<file path="src/raw_image_header_and_mono12_unpacker_assert.svh">
// assertion macros shared by the rim12 modules
`ifndef RAW_IMAGE_HEADER_AND_MONO12_UNPACKER_ASSERT_SVH
`define RAW_IMAGE_HEADER_AND_MONO12_UNPACKER_ASSERT_SVH

// same-cycle implication, checked out of reset
`define RIM12_ASSERT_IMPLY(lbl, ante, cons) \
	lbl: assert property (@(posedge clk) disable iff (!arst_n) (ante) |-> (cons)) \
		else $error("rim12 check failed");

// next-cycle implication, checked out of reset
`define RIM12_ASSERT_NEXT(lbl, ante, cons) \
	lbl: assert property (@(posedge clk) disable iff (!arst_n) (ante) |=> (cons)) \
		else $error("rim12 check failed");

`endif

</file>
<file path="src/rim12_pkg.sv">
`default_nettype none
package rim12_pkg;

	localparam logic [1:0] KIND_HEADER = 2'd0;
	localparam logic [1:0] KIND_PIXEL  = 2'd1;
	localparam logic [1:0] KIND_ERROR  = 2'd2;

	localparam logic [7:0] FMT_MONO8   = 8'd0;
	localparam logic [7:0] FMT_MONO12P = 8'd1;

	// one or two results caused by a single byte; shared fields stored once
	typedef struct packed {
		logic        two;
		logic [1:0]  kind0;
		logic [1:0]  kind1;
		logic [11:0] pix0;
		logic [11:0] pix1;
		logic [14:0] row;
		logic [14:0] col0;
		logic [14:0] col1;
		logic [14:0] width;
		logic [14:0] height;
		logic [7:0]  fmt;
		logic [7:0]  bits;
	} job_t;

endpackage
`default_nettype wire

</file>
<file path="src/rim12_byte_if.sv">
`default_nettype none
interface rim12_byte_if;
	logic       valid;
	logic       ready;
	logic       file_start;
	logic [7:0] data_byte;

	modport source (output valid, output file_start, output data_byte, input ready);
	modport sink (input valid, input file_start, input data_byte, output ready);
endinterface
`default_nettype wire

</file>
<file path="src/rim12_result_if.sv">
`default_nettype none
interface rim12_result_if;
	logic        valid;
	logic        ready;
	logic [1:0]  kind;
	logic [11:0] pixel_value;
	logic [14:0] row_index;
	logic [14:0] column_index;
	logic [14:0] image_width;
	logic [14:0] image_height;
	logic [7:0]  pixel_format;
	logic [7:0]  bits_per_pixel;
	logic        last_of_item;

	modport source (output valid, output kind, output pixel_value, output row_index,
		output column_index, output image_width, output image_height,
		output pixel_format, output bits_per_pixel, output last_of_item, input ready);
	modport sink (input valid, input kind, input pixel_value, input row_index,
		input column_index, input image_width, input image_height,
		input pixel_format, input bits_per_pixel, input last_of_item, output ready);
endinterface
`default_nettype wire

</file>
<file path="src/rim12_front.sv">
`default_nettype none
`include "raw_image_header_and_mono12_unpacker_assert.svh"
module rim12_front (
	input  wire                 clk,
	input  wire                 arst_n,
	rim12_byte_if.sink          bytes,
	input  wire                 q_ready,
	output logic                push,
	output rim12_pkg::job_t     job
);

	localparam logic [1:0] MODE_HEADER = 2'd0;
	localparam logic [1:0] MODE_DATA   = 2'd1;
	localparam logic [1:0] MODE_IDLE   = 2'd2;

	localparam logic [5:0] OFF_FIRST    = 6'd0;
	localparam logic [5:0] OFF_SECOND   = 6'd1;
	localparam logic [5:0] OFF_S_WID_LO = 6'd2;
	localparam logic [5:0] OFF_S_WID_HI = 6'd3;
	localparam logic [5:0] OFF_S_BITS   = 6'd4;
	localparam logic [5:0] OFF_S_FMT    = 6'd6;
	localparam logic [5:0] OFF_S_LAST   = 6'd8;
	localparam logic [5:0] OFF_L_TOP_LO = 6'd12;
	localparam logic [5:0] OFF_L_TOP_HI = 6'd13;
	localparam logic [5:0] OFF_L_BOT_LO = 6'd20;
	localparam logic [5:0] OFF_L_BOT_HI = 6'd21;
	localparam logic [5:0] OFF_L_WID_LO = 6'd24;
	localparam logic [5:0] OFF_L_WID_HI = 6'd25;
	localparam logic [5:0] OFF_L_BITS   = 6'd28;
	localparam logic [5:0] OFF_L_FMT    = 6'd32;
	localparam logic [5:0] OFF_L_LAST   = 6'd35;

	logic [1:0]  mode_q;
	logic [5:0]  off_q;
	logic        long_q;
	logic [7:0]  first_q;
	logic [15:0] width_q, toph_q, bot_q;
	logic [7:0]  fmt_q, bits_q;
	logic [1:0]  phase_q;
	logic [15:0] hold_q;
	logic [14:0] row_q, col_q;

	logic [1:0]  cur_mode, n_mode;
	logic [5:0]  cur_off, n_off;
	logic        cur_long, n_long;
	logic [7:0]  cur_first, n_first;
	logic [15:0] cur_width, n_width, cur_toph, n_toph, cur_bot, n_bot;
	logic [7:0]  cur_fmt, n_fmt, cur_bits, n_bits;
	logic [1:0]  cur_phase, n_phase;
	logic [15:0] cur_hold, n_hold;
	logic [14:0] cur_row, n_row, cur_col, n_col;
	logic [14:0] wid, hgt;
	logic [15:0] h16, c16, r16;
	logic [5:0]  last_off;
	logic        do_adv, has_res;
	logic [1:0]  step;
	logic        accept;
	logic [7:0]  b;

	assign bytes.ready = q_ready;
	assign accept = bytes.valid && q_ready;
	assign b = bytes.data_byte;

	always_comb begin
		// a file start restarts parsing with this byte as byte 0
		if (bytes.file_start) begin
			cur_mode = MODE_HEADER;
			cur_off = '0;
			cur_long = 1'b0;
			cur_first = '0;
			cur_width = '0;
			cur_toph = '0;
			cur_bot = '0;
			cur_fmt = '0;
			cur_bits = '0;
			cur_phase = '0;
			cur_hold = '0;
			cur_row = '0;
			cur_col = '0;
		end else begin
			cur_mode = mode_q;
			cur_off = off_q;
			cur_long = long_q;
			cur_first = first_q;
			cur_width = width_q;
			cur_toph = toph_q;
			cur_bot = bot_q;
			cur_fmt = fmt_q;
			cur_bits = bits_q;
			cur_phase = phase_q;
			cur_hold = hold_q;
			cur_row = row_q;
			cur_col = col_q;
		end

		wid = cur_width[15] ? 15'd0 : cur_width[14:0];
		h16 = cur_long ? (cur_bot - cur_toph) : cur_toph;
		hgt = h16[15] ? 15'd0 : h16[14:0];
		last_off = (cur_off >= 6'd2 && cur_long) ? OFF_L_LAST : OFF_S_LAST;

		n_mode = cur_mode;
		n_off = cur_off;
		n_long = cur_long;
		n_first = cur_first;
		n_width = cur_width;
		n_toph = cur_toph;
		n_bot = cur_bot;
		n_fmt = cur_fmt;
		n_bits = cur_bits;
		n_phase = cur_phase;
		n_hold = cur_hold;
		n_row = cur_row;
		n_col = cur_col;
		do_adv = 1'b0;
		step = 2'd1;
		has_res = 1'b0;
		c16 = '0;
		r16 = '0;

		job.two = 1'b0;
		job.kind0 = rim12_pkg::KIND_PIXEL;
		job.kind1 = rim12_pkg::KIND_PIXEL;
		job.pix0 = '0;
		job.pix1 = '0;
		job.row = cur_row;
		job.col0 = cur_col;
		job.col1 = cur_col + 15'd1;
		job.width = wid;
		job.height = hgt;
		job.fmt = cur_fmt;
		job.bits = cur_bits;

		case (cur_mode)
			MODE_HEADER: begin
				if (cur_off == OFF_FIRST) begin
					n_first = b;
				end else if (cur_off == OFF_SECOND) begin
					n_long = (cur_first == 8'd0) && (b == 8'd0);
					if (!n_long) n_toph = {b, cur_first};
				end else if (cur_long) begin
					case (cur_off)
						OFF_L_TOP_LO: n_toph[7:0] = b;
						OFF_L_TOP_HI: n_toph[15:8] = b;
						OFF_L_BOT_LO: n_bot[7:0] = b;
						OFF_L_BOT_HI: n_bot[15:8] = b;
						OFF_L_WID_LO: n_width[7:0] = b;
						OFF_L_WID_HI: n_width[15:8] = b;
						OFF_L_BITS:   n_bits = b;
						OFF_L_FMT:    n_fmt = b;
						default: ;
					endcase
				end else begin
					case (cur_off)
						OFF_S_WID_LO: n_width[7:0] = b;
						OFF_S_WID_HI: n_width[15:8] = b;
						OFF_S_BITS:   n_bits = b;
						OFF_S_FMT:    n_fmt = b;
						default: ;
					endcase
				end

				if (cur_off != last_off) begin
					n_off = cur_off + 6'd1;
				end else begin
					// last header byte: no field lands here, so current values stand
					has_res = 1'b1;
					job.kind0 = rim12_pkg::KIND_HEADER;
					job.kind1 = rim12_pkg::KIND_ERROR;
					job.row = '0;
					job.col0 = '0;
					job.col1 = '0;
					if (cur_fmt > rim12_pkg::FMT_MONO12P) begin
						job.two = 1'b1;
						n_mode = MODE_IDLE;
					end else if (wid == 15'd0 || hgt == 15'd0) begin
						n_mode = MODE_IDLE;
					end else begin
						n_mode = MODE_DATA;
						n_phase = '0;
						n_hold = '0;
						n_row = '0;
						n_col = '0;
					end
				end
			end
			MODE_DATA: begin
				if (cur_fmt == rim12_pkg::FMT_MONO8) begin
					has_res = 1'b1;
					job.pix0 = {4'd0, b};
					do_adv = 1'b1;
				end else begin
					case (cur_phase)
						2'd0: begin
							n_hold[7:0] = b;
							n_phase = 2'd1;
						end
						2'd1: begin
							n_hold[15:8] = b;
							n_phase = 2'd2;
						end
						default: begin
							has_res = 1'b1;
							job.pix0 = {cur_hold[7:0], cur_hold[15:12]};
							job.pix1 = {b, cur_hold[11:8]};
							job.two = ({1'b0, cur_col} + 16'd1) < {1'b0, wid};
							n_phase = 2'd0;
							step = 2'd2;
							do_adv = 1'b1;
						end
					endcase
				end
				if (do_adv) begin
					c16 = {1'b0, cur_col} + {14'd0, step};
					r16 = {1'b0, cur_row} + 16'd1;
					if (c16 >= {1'b0, wid}) begin
						n_col = '0;
						n_row = r16[14:0];
						if (r16 >= {1'b0, hgt}) n_mode = MODE_IDLE;
					end else begin
						n_col = c16[14:0];
					end
				end
			end
			default: ;
		endcase
	end

	assign push = accept && has_res;

	always_ff @(posedge clk or negedge arst_n) begin
		if (!arst_n) begin
			mode_q <= MODE_HEADER;
			off_q <= '0;
			long_q <= 1'b0;
			first_q <= '0;
			width_q <= '0;
			toph_q <= '0;
			bot_q <= '0;
			fmt_q <= '0;
			bits_q <= '0;
			phase_q <= '0;
			hold_q <= '0;
			row_q <= '0;
			col_q <= '0;
		end else if (accept) begin
			mode_q <= n_mode;
			off_q <= n_off;
			long_q <= n_long;
			first_q <= n_first;
			width_q <= n_width;
			toph_q <= n_toph;
			bot_q <= n_bot;
			fmt_q <= n_fmt;
			bits_q <= n_bits;
			phase_q <= n_phase;
			hold_q <= n_hold;
			row_q <= n_row;
			col_q <= n_col;
		end
	end

	`RIM12_ASSERT_IMPLY(a_data_fmt_known, mode_q == MODE_DATA, fmt_q <= rim12_pkg::FMT_MONO12P)

endmodule
`default_nettype wire

</file>
<file path="src/rim12_fifo.sv">
`default_nettype none
`include "raw_image_header_and_mono12_unpacker_assert.svh"
module rim12_fifo #(
	parameter int QDEPTH = 2
) (
	input  wire                 clk,
	input  wire                 arst_n,
	input  wire                 push,
	input  wire rim12_pkg::job_t wdata,
	output logic                not_full,
	input  wire                 pop,
	output logic                not_empty,
	output rim12_pkg::job_t     head
);

	localparam int QAW = (QDEPTH > 1) ? $clog2(QDEPTH) : 1;
	localparam int CW = $clog2(QDEPTH + 1);

	rim12_pkg::job_t mem_q [QDEPTH];
	logic [QAW-1:0] wr_q, rd_q;
	logic [CW-1:0] cnt_q;

	assign not_full = cnt_q != CW'(QDEPTH);
	assign not_empty = cnt_q != '0;
	assign head = mem_q[rd_q];

	always_ff @(posedge clk) begin
		if (push) mem_q[wr_q] <= wdata;
	end

	always_ff @(posedge clk or negedge arst_n) begin
		if (!arst_n) begin
			wr_q <= '0;
			rd_q <= '0;
			cnt_q <= '0;
		end else begin
			if (push) wr_q <= (wr_q == QAW'(QDEPTH - 1)) ? '0 : wr_q + 1'b1;
			if (pop) rd_q <= (rd_q == QAW'(QDEPTH - 1)) ? '0 : rd_q + 1'b1;
			if (push && !pop) cnt_q <= cnt_q + 1'b1;
			else if (pop && !push) cnt_q <= cnt_q - 1'b1;
		end
	end

	`RIM12_ASSERT_IMPLY(a_cnt_range, 1'b1, cnt_q <= CW'(QDEPTH))
	`RIM12_ASSERT_IMPLY(a_no_pop_empty, pop, cnt_q != '0)

endmodule
`default_nettype wire

</file>
<file path="src/rim12_back.sv">
`default_nettype none
`include "raw_image_header_and_mono12_unpacker_assert.svh"
module rim12_back (
	input  wire                 clk,
	input  wire                 arst_n,
	input  wire                 head_valid,
	input  wire rim12_pkg::job_t head,
	output logic                pop,
	rim12_result_if.source      results
);

	logic sel_q;
	logic last;

	// second result of a pair goes out on the following request
	assign last = sel_q || !head.two;
	assign pop = results.valid && results.ready && last;

	assign results.valid = head_valid;
	assign results.kind = sel_q ? head.kind1 : head.kind0;
	assign results.pixel_value = sel_q ? head.pix1 : head.pix0;
	assign results.row_index = head.row;
	assign results.column_index = sel_q ? head.col1 : head.col0;
	assign results.image_width = head.width;
	assign results.image_height = head.height;
	assign results.pixel_format = head.fmt;
	assign results.bits_per_pixel = head.bits;
	assign results.last_of_item = last;

	always_ff @(posedge clk or negedge arst_n) begin
		if (!arst_n) begin
			sel_q <= 1'b0;
		end else if (results.valid && results.ready) begin
			sel_q <= !last;
		end
	end

	`RIM12_ASSERT_IMPLY(a_sel_pair, sel_q, head_valid && head.two)
	`RIM12_ASSERT_NEXT(a_pair_follows, results.valid && results.ready && !last,
		results.valid && sel_q)

endmodule
`default_nettype wire

</file>
<file path="src/raw_image_header_and_mono12_unpacker.sv">
// channel   dir  handshake      payload
// bytes     in   valid/ready    file_start, data_byte
// results   out  valid/ready    kind, pixel_value, row_index, column_index,
//                               image_width, image_height, pixel_format,
//                               bits_per_pixel, last_of_item
//
// one byte accepted per cycle while the result queue has room
// a byte with two results (12 bit pixel pair, header plus error) drains as two separate results
// the single result port carries one result per cycle while results are ready
// arst_n clears parse state, queue and output select; header parsing starts at byte 0
// results stall independently of bytes through the queue of QDEPTH entries
`default_nettype none
module raw_image_header_and_mono12_unpacker #(
	parameter int QDEPTH = 2
) (
	input  wire             clk,
	input  wire             arst_n,
	rim12_byte_if.sink      bytes,
	rim12_result_if.source  results
);

	rim12_pkg::job_t job, head;
	logic push, q_ready, pop, head_valid;

	rim12_front u_front (
		.clk     (clk),
		.arst_n  (arst_n),
		.bytes   (bytes),
		.q_ready (q_ready),
		.push    (push),
		.job     (job)
	);

	rim12_fifo #(
		.QDEPTH (QDEPTH)
	) u_fifo (
		.clk       (clk),
		.arst_n    (arst_n),
		.push      (push),
		.wdata     (job),
		.not_full  (q_ready),
		.pop       (pop),
		.not_empty (head_valid),
		.head      (head)
	);

	rim12_back u_back (
		.clk        (clk),
		.arst_n     (arst_n),
		.head_valid (head_valid),
		.head       (head),
		.pop        (pop),
		.results    (results)
	);

endmodule
`default_nettype wire
</file>
<file path="src/flat_wrapper.sv">
// flat-port wrapper written by rule: the top's interface ports become plain ports
module raw_image_header_and_mono12_unpacker_flat 
#(
	parameter int QDEPTH = 2
)
  (clk, arst_n, bytes_valid, bytes_file_start, bytes_data_byte, bytes_ready, results_valid, results_kind, results_pixel_value, results_row_index, results_column_index, results_image_width, results_image_height, results_pixel_format, results_bits_per_pixel, results_last_of_item, results_ready);
  rim12_byte_if bytes_i ();
  rim12_result_if results_i ();
  input  wire clk;
  input  wire arst_n;
  input wire logic [$bits(bytes_i.valid)-1:0] bytes_valid;
  input wire logic [$bits(bytes_i.file_start)-1:0] bytes_file_start;
  input wire logic [$bits(bytes_i.data_byte)-1:0] bytes_data_byte;
  output wire logic [$bits(bytes_i.ready)-1:0] bytes_ready;
  output wire logic [$bits(results_i.valid)-1:0] results_valid;
  output wire logic [$bits(results_i.kind)-1:0] results_kind;
  output wire logic [$bits(results_i.pixel_value)-1:0] results_pixel_value;
  output wire logic [$bits(results_i.row_index)-1:0] results_row_index;
  output wire logic [$bits(results_i.column_index)-1:0] results_column_index;
  output wire logic [$bits(results_i.image_width)-1:0] results_image_width;
  output wire logic [$bits(results_i.image_height)-1:0] results_image_height;
  output wire logic [$bits(results_i.pixel_format)-1:0] results_pixel_format;
  output wire logic [$bits(results_i.bits_per_pixel)-1:0] results_bits_per_pixel;
  output wire logic [$bits(results_i.last_of_item)-1:0] results_last_of_item;
  input wire logic [$bits(results_i.ready)-1:0] results_ready;
  assign bytes_i.valid = bytes_valid;
  assign bytes_i.file_start = bytes_file_start;
  assign bytes_i.data_byte = bytes_data_byte;
  assign bytes_ready = bytes_i.ready;
  assign results_valid = results_i.valid;
  assign results_kind = results_i.kind;
  assign results_pixel_value = results_i.pixel_value;
  assign results_row_index = results_i.row_index;
  assign results_column_index = results_i.column_index;
  assign results_image_width = results_i.image_width;
  assign results_image_height = results_i.image_height;
  assign results_pixel_format = results_i.pixel_format;
  assign results_bits_per_pixel = results_i.bits_per_pixel;
  assign results_last_of_item = results_i.last_of_item;
  assign results_i.ready = results_ready;
  raw_image_header_and_mono12_unpacker #(.QDEPTH(QDEPTH)) u_core (.clk(clk), .arst_n(arst_n), .bytes(bytes_i), .results(results_i));
endmodule
</file>
<file path="config.mk">
export PLATFORM = sky130hd
export DESIGN_NAME = raw_image_header_and_mono12_unpacker_flat
export DESIGN_NICKNAME = d
export VERILOG_FILES = /design/src/rim12_pkg.sv /design/src/rim12_byte_if.sv /design/src/rim12_result_if.sv /design/src/rim12_front.sv /design/src/rim12_fifo.sv /design/src/rim12_back.sv /design/src/raw_image_header_and_mono12_unpacker.sv /design/src/flat_wrapper.sv
export VERILOG_INCLUDE_DIRS = /design/src /design/src/src
export SDC_FILE = /design/constraint.sdc
export NUM_CORES = 1
export LEC_CHECK = 0
export ABC_AREA = 1
export BUFFER_PORTS_ARGS = -buffer_cell sky130_fd_sc_hd__buf_2
export CORE_ASPECT_RATIO = 1.4
export CORE_MARGIN = 5
export CORE_UTILIZATION = 50
export CTS_BUF_LIST = sky130_fd_sc_hd__clkbuf_4
export DETAILED_ROUTE_END_ITERATION = 10
export PLACE_DENSITY = 0.63
export SYNTH_ARGS = -nofsm -noshare
export SYNTH_HDL_FRONTEND = slang
export SYNTH_HIERARCHICAL = 1
export SYNTH_SLANG_ARGS = --single-unit
</file>
<file path="constraint.sdc">
create_clock -name clk -period 12.73 [get_ports clk]
set_input_delay 1.9095 -clock clk [delete_from_list [all_inputs] [get_ports clk]]
set_output_delay 1.9095 -clock clk [all_outputs]
set_load 0.02 [all_outputs]
</file>
## After elaboration in Yosys (flattened, before gate mapping)

Memory sizes are Yosys's and may differ from the RTL's.
Cells that the tools add are included.
W data, S select, Z words.

- Register bits: 134
- Latch bits: 0
- Bits in writable memories: 240
- Memory bits (read-only): 0
- Word-level logic and storage cells: 193
- Memories: 1

Memories:

| name | depth | width | read ports | clocked after Yosys merged registers in | wr ports | line | RTL |
|---|---|---|---|---|---|---|---|
| u_core.u_fifo.mem_q | 2 | 120 | 1 | 0 | 1 | rim12_fifo.sv:19 | `rim12_pkg::job_t mem_q [QDEPTH];` |

- $add $sub $neg: 10
- Multiply operators: 0
- Div/mod/pow operators: 0
- Magnitude comparators: 5
- Equal/unequal tests: 17
- Shifts and indexed selects: 0
- Multiplexer cells: 118
- Bitwise logic cells: 0
- Reductions and logical operators: 25

Operator list:

| kind | count |
|---|---|
| $mux W16 | 22 |
| $mux W15 | 15 |
| $mux W8 | 27 |
| $mux W45 | 2 |
| $pmux W15 S2 | 2 |
| $mux W24 | 2 |
| $mux W12 | 3 |
| $mux W2 | 18 |
| $add A15 B1 Y16 const B | 2 |
| $ge A16 B15 Y1 | 2 |
| $pmux W16 S2 | 1 |
| $eq A6 B5 Y1 const B | 5 |
| $logic_not A15 Y1 | 2 |
| $logic_not A8 Y1 | 3 |
| $mux W6 | 4 |
| $add A15 B2 Y16 | 1 |
| $lt A16 B15 Y1 | 1 |
| $sub A16 B16 Y16 | 1 |
| $add A15 B1 Y15 const B | 1 |
| $mux W1 | 15 |
| $eq A6 B2 Y1 const B | 2 |
| $eq A6 B3 Y1 const B | 2 |
| $eq A6 B4 Y1 const B | 2 |
| $pmux W2 S2 | 3 |
| 21 further kinds | 37 |

## Depth between registers and ports, before layout

Gate-level depths: netlist of the first run.

- Depth after elaboration: 12
- Depth in mapped cells: 36

## Modules after synthesis

Netlist of the first run, hierarchy kept.

Modules (own cells, without submodules):

| module | instances | cells an instance | area each (sq um) |
|---|---|---|---|
| rim12_front | 1 | 1906 | 11964.0 |
| rim12_fifo | 1 | 398 | 8888.5 |
| rim12_back | 1 | 166 | 890.9 |

## Least setup slack after synthesis of the first run

OpenSTA, ideal clock, no wires.

- Path type: input -> register
- Start point: in bytes_file_start
- End point: mem u_core/u_fifo/mem_q[0][0] (netlist bit), enable pin
- Setup time: 0.600 ns
- Data arrival time: 8.635 ns
- Required time: 12.130 ns
- Setup slack: 3.496 ns
- Stages on the path: 15
- Path through: buf_4 buf_4 nor2_1 inv_1 nand4_1 nor3_1 inv_1 nor2_1 nor2_2 inv_2 clkbuf_1 nand2_1 a21oi_1 inv_1 nor2_1

RTL lines:

| what | line | RTL |
|---|---|---|
| from (decl) | flat_wrapper.sv:12 | `input wire logic [$bits(bytes_i.file_start)-1:0] bytes_file_start;` |
| to (decl) | rim12_fifo.sv:19 |  |

==> results.md, run 1 <==
- Pre-Repair DR Iteration Count: 5
- Final min period: slightly below 8000 ps
- Vias: between 15000 and 20000
- Starting Density: 0.504
- Setup TNS: 0 ps
- Clk sinks: ~370
- Fin area: ~23000 sq um
- Mapped Cells: 2470
- Final hold vios: 0
- Initial antenna violation count: 3
- Hold WC Path Type: reg -> reg
- Arr. time, crit path: 8410 ps
- Critical Path Fanout Max: 55
- First-pass GRT wire length: 93.2 mm
- I/O Buffers: roughly 110
- Dpl hpwl: around 41 mm
- Vias in the first global route: roughly 17000
- Post-Route WL: a little under 60 mm
- Crit-path max cell delay: 810 ps
- Syn_nets: 2550
- Setup Fix Bufs, Post-CTS: 0
- Clock transition at path regs: 70 ps
- Slowest CP cell: nor2_1
- Post-Place Setup Slack: roughly 4300 ps
- Largest net degree at the start of global routing: 95
- Most common cell after layout, fill and taps aside: inv_1
- Root Buffer: clkbuf_4
- Fin crit share: 0.607
- Leak: around 0.01 uW
- Drt via density: 5.58
- H-tree depth: 3
- Die W: about 190 um
- Layout Skew: approximately 30 ps
- Worst Max-Slew Pin Slew: around 1200 ps
- Die area: roughly 48000 sq um
- Setup WS post-layout: 5010 ps
- Cts bufs inserted: 92
- CORE AREA: 43100 sq um
- FMAX: between 100 and 150 MHz
- Family with the most delay on the worst path: simple AND/OR/NAND/NOR gates
- Mean post-synth cell area: 8.80 sq um
- Critical Path RT: about 13000 ps
- PD cells: about 200 nW/um^2
- Area Growth Syn to Fin: 7.07%
- WHS: between 400 and 500 ps
- Crit Path Class: in -> reg
- Die height: 257 um
- DRT iter0 DRCs: around 1300
- CP dominant cell by count: inv_1
- Distinct cells, synth: between 40 and 50
- GRT Util Overall: 0.246
- Worst setup EP type: flip-flop
- Commonest non-fill, non-tap cells in the layout: 361 x inv_1, 353 x nand2_1, 305 x nor2_1
- Post-Syn Area: around 22000 sq um
- Drt wl/cell: between 15 and 20 um
- Total gr overflow: 0
- Final setup viols: 0
- Hold-fix buffer count after cts: 0
- Status: finished clean
- Placed cell areas: about 22000 sq um
- Max-Cap Viols: 0
- RSZ-0062 raised after global routing: no
- Flops & latches, synth: about 370
- Seq/Total Area, Yosys: 0.486
- Nets: ~2600
- Post-cts resize count: 0
- TritonCTS clock tree: built
- Share of cells above drive strength 1: 0.169
- Buffers plus inverters on the worst setup path: 9
- Routability cong.: approximately 0.97
- IO Pins: 106
- Maximum vdd drop: between 0.0001 and 0.00015 V
- CTS Buffer Depth: 3
- Clk_lat worst skew: ~800 ps
- ANT nets after route: 0
- Syn. warnings: 6
- Final Slew Violations: 0
- Cell Rows: 90
- Remaining DRCs: 0
- Critical path launch point type: input port
- Normalized max-slew margin: 0.193
-- through the flow --
step           instances  utilization  total power (uW)
6_report            3133        0.540              4670
3_3_place_gp        2964        0.512              3610
2_1_floorplan       2470            -              3180
3_5_place_dp        2964        0.512              3650
4_1_cts             3130        0.540              4700
5_1_grt             3133        0.540              5000
-- report_power, final --
group | leakage, uW | switching, uW | total, uW | internal, uW
combinational | 0.00557 | 1360 | 2030 | 674
clock | 0.000708 | 492 | 1030 | 537
sequential | 0.00394 | 127 | 1610 | 1480
-- cell type report --
class                           instances  area [sq um]
Timing Repair Buffer                  120           659
Inverter                              374          1410
Clock buffer                          131           983
Multi-Input combinational cell       1544          8740
Fill cell                            4016         19800
Sequential cell                       374         10600
Tap cell                              552           691
Clock inverter                         35           226
Antenna cell                            3          7.51
-- logic make-up after synthesis --
logic type,after synthesis,synth area share
adders and majority gates,67,0.0392
AOI/OAI and AO/OA,413,0.106
xor gates and xnor gates,40,0.0161
other,1,0.000172
DFF,374,0.486
and+or+nand+nor,903,0.177
muxes,120,0.0621
buffers and inverters,552,0.114
-- worst min-delay path: stages (launching register included) --
cell and delay [ps]:
dfrtp_1 350, nand2_1 60, nand2_1 60
-- state kept, by name (all words and copies together) (netlist names) --
register                cells
u_core/u_front/long_q       1
u_core/u_front/phase_q      2
u_core/u_front/toph_q      16
u_core/u_front/bot_q       16
u_core/u_front/off_q        6
u_core/u_front/row_q       15
u_core/u_fifo/cnt_q         2
u_core/u_front/bits_q       8
u_core/u_fifo/wr_q          1
u_core/u_back/sel_q         1
u_core/u_front/col_q       15
u_core/u_front/first_q      8
u_core/u_fifo/rd_q          1
u_core/u_front/fmt_q        8
u_core/u_front/hold_q      16
u_core/u_fifo/mem_q       240
u_core/u_front/mode_q       2
u_core/u_front/width_q     16
-- synthesized netlist by cell type (all sizes together) --
library cell	n	area share
inv	369	0.064
nand2	358	0.062
nor2	317	0.056
edfxtp	240	0.33
o21ai	183	0.042
a21oi	135	0.031
dfrtp	134	0.15
mux2	120	0.062
nand3	119	0.030
buf	116	0.038
nor3	71	0.017
ha	65	0.037
clkbuf	62	0.011
xor2	33	0.013
o221ai	22	0.0089
o22ai	22	0.0063
nand4	19	0.0055
o211ai	19	0.0066
or2	10	0.0029
o31ai	8	0.0028
nor4	7	0.0020
xnor2	7	0.0028
a31oi	5	0.0014
clkinv	5	0.00086
a211oi	3	0.0010
o311ai	3	0.0012
fa	2	0.0018
nand3b	2	0.00069
o21a	2	0.00069
o21bai	2	0.00069
o41ai	2	0.00081
a21boi	1	0.00035
a22oi	1	0.00035
a311oi	1	0.00040
a32oi	1	0.00040
a41oi	1	0.00040
conb	1	0.00017
o2111ai	1	0.00040
o32ai	1	0.00040
-- routing by layer --
layer  global-route usage  share of wire
met5                    0        0.00022
met4                0.105          0.039
met3               0.0364          0.062
met2                0.421           0.51
met1                0.307           0.39
-- worst paths after layout --
path                                           from                       end  cells past startpoint  slack (ps)
setup / recovery                   bytes_file_start  u_core/u_front/row_q[14]                     32        5010
hold / removal             u_core/u_front/bot_q[15]  u_core/u_front/bot_q[15]                      2         500
setup reg to reg            u_core/u_front/fmt_q[3]  u_core/u_front/row_q[14]                     32        6190
hold reg to reg            u_core/u_front/bot_q[15]  u_core/u_front/bot_q[15]                      2         500
max in group asynchronous                    arst_n  u_core/u_front/col_q[10]                      2       10120
min in group asynchronous                    arst_n   u_core/u_front/bot_q[8]                      1        1120
Note: power is estimated with default switching activity, not from simulation.
==> run 2, diff against run 1 <==
Settings changed: ABC_AREA 1 to 0, PLACE_DENSITY 0.63 to 0.66.
Clock period 12.73 ns to 6.8 ns, I/O delays scaled along.
==> results.md, run 2 <==
- Status: finished clean
- Most common cell after layout, fill and taps aside: edfxtp_1
- Count leader, synth: edfxtp_1
- Distinct cells, synth: 72 (+50%)
- Leak: 0.00877 uW (-14%)
- Top cell type's share of synthesized area: 0.367 (+0.0351)
- Final min period: 5310 ps
- Largest reg by FF count: u_core/u_fifo/mem_q
- Arr. time, crit path: 5930 ps (-2480 ps)
- Flops & latches, synth: 374 (unchanged)
- Fin crit share: 0.781
- Most instantiated cells after synthesis: 240 x edfxtp_1, 153 x mux2_2, 134 x dfrtp_1
- Buffers plus inverters on the worst setup path: 0 (-9)
- Family with the most delay on the worst path: simple AND/OR/NAND/NOR gates
- Post-Syn Area: 19700 sq um (-9.6%)
- PD cells: 333 nW/um^2 (+66%)
- Final cell count without fillers: 2360 (-25%)
- Synth Area in Compound Gates: 0.116 (+0.00971)
- IO Pins: 106 (unchanged)
- Crit Path Class: reg -> reg
- Dpl hpwl: 34.5 mm (-15%)
- Post-synthesis xor/xnor area fraction: 0.0244 (+0.00832)
- Area Growth Syn to Fin: 8.72%
- Die height: 245 um (-4.7%)
- TritonCTS clock tree: built
- Max reg flops: 240 (unchanged)
- Crit-path max cell delay: 640 ps (-170 ps)
- Root Buffer: clkbuf_4
- CTS Buffer Depth: 3 (unchanged)
- Initial antenna violation count: 2 (-1)
- Worst setup EP type: flip-flop
- Final Slew Violations: 0 (unchanged)
- Post-synthesis mux area share: 0.0937 (+0.0316)
- Normalized max-slew margin: 0.218 (+0.0253)
- DRT iter0 DRCs: 967 (-27%)
- RSZ-0062 raised after global routing: no
- Hold-fix buffer count after cts: 0 (unchanged)
- Die area: 43500 sq um (-9.1%)
- # fillers: 3528 (-12%)
- Worst r2r src: u_core/u_front/fmt_q[3]
- CORE AREA: 39200 sq um (-9.2%)
- Max-Cap Viols: 0 (unchanged)
- Nets: 1832 (-29%)
- Final hold vios: 0 (unchanged)
- Post-cts resize count: 0 (unchanged)
- Commonest non-fill, non-tap cells in the layout: 240 x edfxtp_1, 153 x mux2_2, 138 x clkbuf_4
- Share of cells above drive strength 1: 0.247 (+0.0784)
- Vias in the first global route: 14000 (-19%)
- I/O Buffers: 105 (unchanged)
- Slowest CP cell: nor2b_1
- Mean post-synth cell area: 11.6 sq um (+32%)
- Maximum vdd drop: 0.000162 V (+51%)
- Drt wl/cell: 21.4 um (+13%)
- Syn_nets: 1769 (-31%)
- CP cell instances: nor4_1, nand2_1, nand2_1, nand2b_1, nand3_1, ha_1, fa_1, nand4_1, or3_1, a21oi_1, ha_1, nand3_1, nor2_1, a2111oi_0, o21ai_0, a31oi_1, o21ai_0, nor2b_1, nor2_2, a211oi_4, o21ai_0, a31o_2
- Pre-Repair DR Iteration Count: 5 (unchanged)
- Clk_lat worst skew: 770 ps (-30 ps)
- Most area-hungry cell type in the Yosys netlist: edfxtp_1
- Reg-to-reg endpoint: u_core/u_front/row_q[6]
- Largest net degree at the start of global routing: 98 (+3.2%)
- Synth top area cells: edfxtp_1 37%, dfrtp_1 17%, mux2_2 8.8%
- Mapped Cells: 1689 (-32%)
- Async set or reset register ratio after synthesis: 0.358 (unchanged)
- ANT nets after route: 0 (unchanged)
- Post-synthesis adder-cell area fraction: 0.0434 (+0.00415)
- Drt via density: 5.80 (+3.8%)
- Layout Skew: 49.5 ps (+19.0 ps)
- Setup TNS: 0 ps (unchanged)
- Critical Path Fanout Max: 9 (-84%)
- Critical Path RT: 7420 ps (-6000 ps)
- Post-Route WL: 50.6 mm (-15%)
- Total design power: 7120 uW (+52%)
- Remaining DRCs: 0 (unchanged)
- Starting Density: 0.502 (-0.00210)
- First-pass GRT wire length: 78.6 mm (-16%)
- FMAX: between 150 and 200 MHz
- CP dominant cell by count: o21ai_0
- R2R setup slack: 1490 ps (-4700 ps)
- EDFF count, synth: 240 (unchanged)
- Final setup viols: 0 (unchanged)
- Synth Flop Type: edfxtp_1
- Hold WC Path Type: in -> async
- Seq/Total Area, Yosys: 0.537 (+0.0514)
- Cts bufs inserted: 92 (unchanged)
- Syn. warnings: 6 (unchanged)
- Vias: 13700 (-22%)
- Critical path launch point type: flip-flop
- Setup Fix Bufs, Post-CTS: 0 (unchanged)
- Routability cong.: 0.926 (-4.4%)
- Die W: 178 um (-4.6%)
- Post-Synth Simple-Gate Area: 0.127 (-0.0494)
- Combinational family with the most area after synthesis: simple AND/OR/NAND/NOR gates
- Clk sinks: 374 (unchanged)
- Clock transition at path regs: 80 ps (about the same)
- Placed insts: 2186 (-26%)
- Total gr overflow: 0 (unchanged)
- Worst Max-Slew Pin Slew: 1160 ps (-44.4 ps)
- H-tree depth: 3 (unchanged)
- R2R cell count: 22 (-31%)
- Cell Rows: 86 (-4.4%)
- GRT Util Overall: 0.234 (-0.0118)
==> run 2: changes by cell type after synthesis, moves of 21 or more <==
| cell | previous run | this run |
|---|---|---|
| xnor2_1 | 7 | 30 |
| a22o_1 | 0 | 102 |
| and3_1 | 0 | 29 |
| mux2_2 | 120 | 153 |
| nand2_1 | 353 | 124 |
| nor2_1 | 310 | 113 |
| nor2b_1 | 0 | 49 |
| a21o_1 | 0 | 21 |
| inv_1 | 363 | 50 |
| o21ai_0 | 181 | 58 |
| and2_1 | 0 | 33 |
| a21oi_1 | 135 | 64 |
| nor3_1 | 67 | 39 |
| nand3_1 | 106 | 32 |
==> run 2: worst register-to-register path: stages (launching register included) <==
cell and delay (ps):
dfrtp_1 390, nor4_1 290, nand2_1 170, nand2_1 120, nand2b_1 100, nand3_1 220
ha_1 260, fa_1 280, nand4_1 290, or3_1 410, a21oi_1 200, ha_1 150
nand3_1 80, nor2_1 140, a2111oi_0 100, o21ai_0 80, a31oi_1 50, o21ai_0 280
nor2b_1 640, nor2_2 150, a211oi_4 370, o21ai_0 140, a31o_2 270
==> run 2: worst max-delay path by stage <==
stage / end / from / depth (start not counted)
after detailed placement: u_core/u_front/row_q[6] / bytes_file_start / 22
after global placement: u_core/u_front/mode_q[1] / bytes_file_start / 24
final: u_core/u_front/row_q[6] / u_core/u_front/fmt_q[3] / 22
after floorplan: u_core/u_front/mode_q[1] / bytes_file_start / 31
after CTS: u_core/u_front/row_q[6] / u_core/u_front/fmt_q[3] / 23
after global routing: u_core/u_front/row_q[6] / u_core/u_front/fmt_q[3] / 23
==> run 2: through the flow <==
stage	setup WS (ps)	cell area (sq um)	hold WS [ps]	utilization
global placement	960	20100	471	0.514
detailed placement	866	20100	475	0.514
floorplan	488	19700	456	-
global route	1020	21400	224	0.546
finish	1490	21400	260	0.546
CTS	1540	21400	197	0.546
==> run 2: report_power, final <==
| group | internal, uW | switching, uW |
|---|---|---|
| logic | 938 | 1300 |
| clock network | 1050 | 902 |
| registers | 2630 | 306 |
| total | 4610 | 2510 |
==> run 2: kinds of logic (layout without fill, tap and decap cells) <==
group                    after synthesis  count (layout)
AO/OA/AOI/OAI                        321             321
AND/OR/NAND/NOR                      502             502
other                                  1               4
buffers and inverters                205             345
flip-flops                           374             374
XOR/XNOR                              54              54
multiplexers                         165             165
adder cells (fa/ha/maj)               67              67
==> run 2: layout make-up <==
| type | count | area [sq um] | area share |
|---|---|---|---|
| Timing Repair Buffer | 124 | 727 | 0.0340 |
| Sequential cell | 374 | 10600 | 0.494 |
| Multi-Input combinational cell | 1110 | 7980 | 0.373 |
| Tap cell | 528 | 661 | 0.0309 |
| Inverter | 50 | 188 | 0.00878 |
| Antenna cell | 3 | 7.51 | 0.000351 |
| Clock buffer | 138 | 1040 | 0.0485 |
| Clock inverter | 33 | 220 | 0.0103 |
==> run 2: per-layer routing <==
metal	share of wire	up-vias	GRT usage
li1	-	6337	-
met3	0.048	148	0.0368
met5	0	-	0
met2	0.52	473	0.408
met1	0.38	6719	0.275
met4	0.055	0	0.127
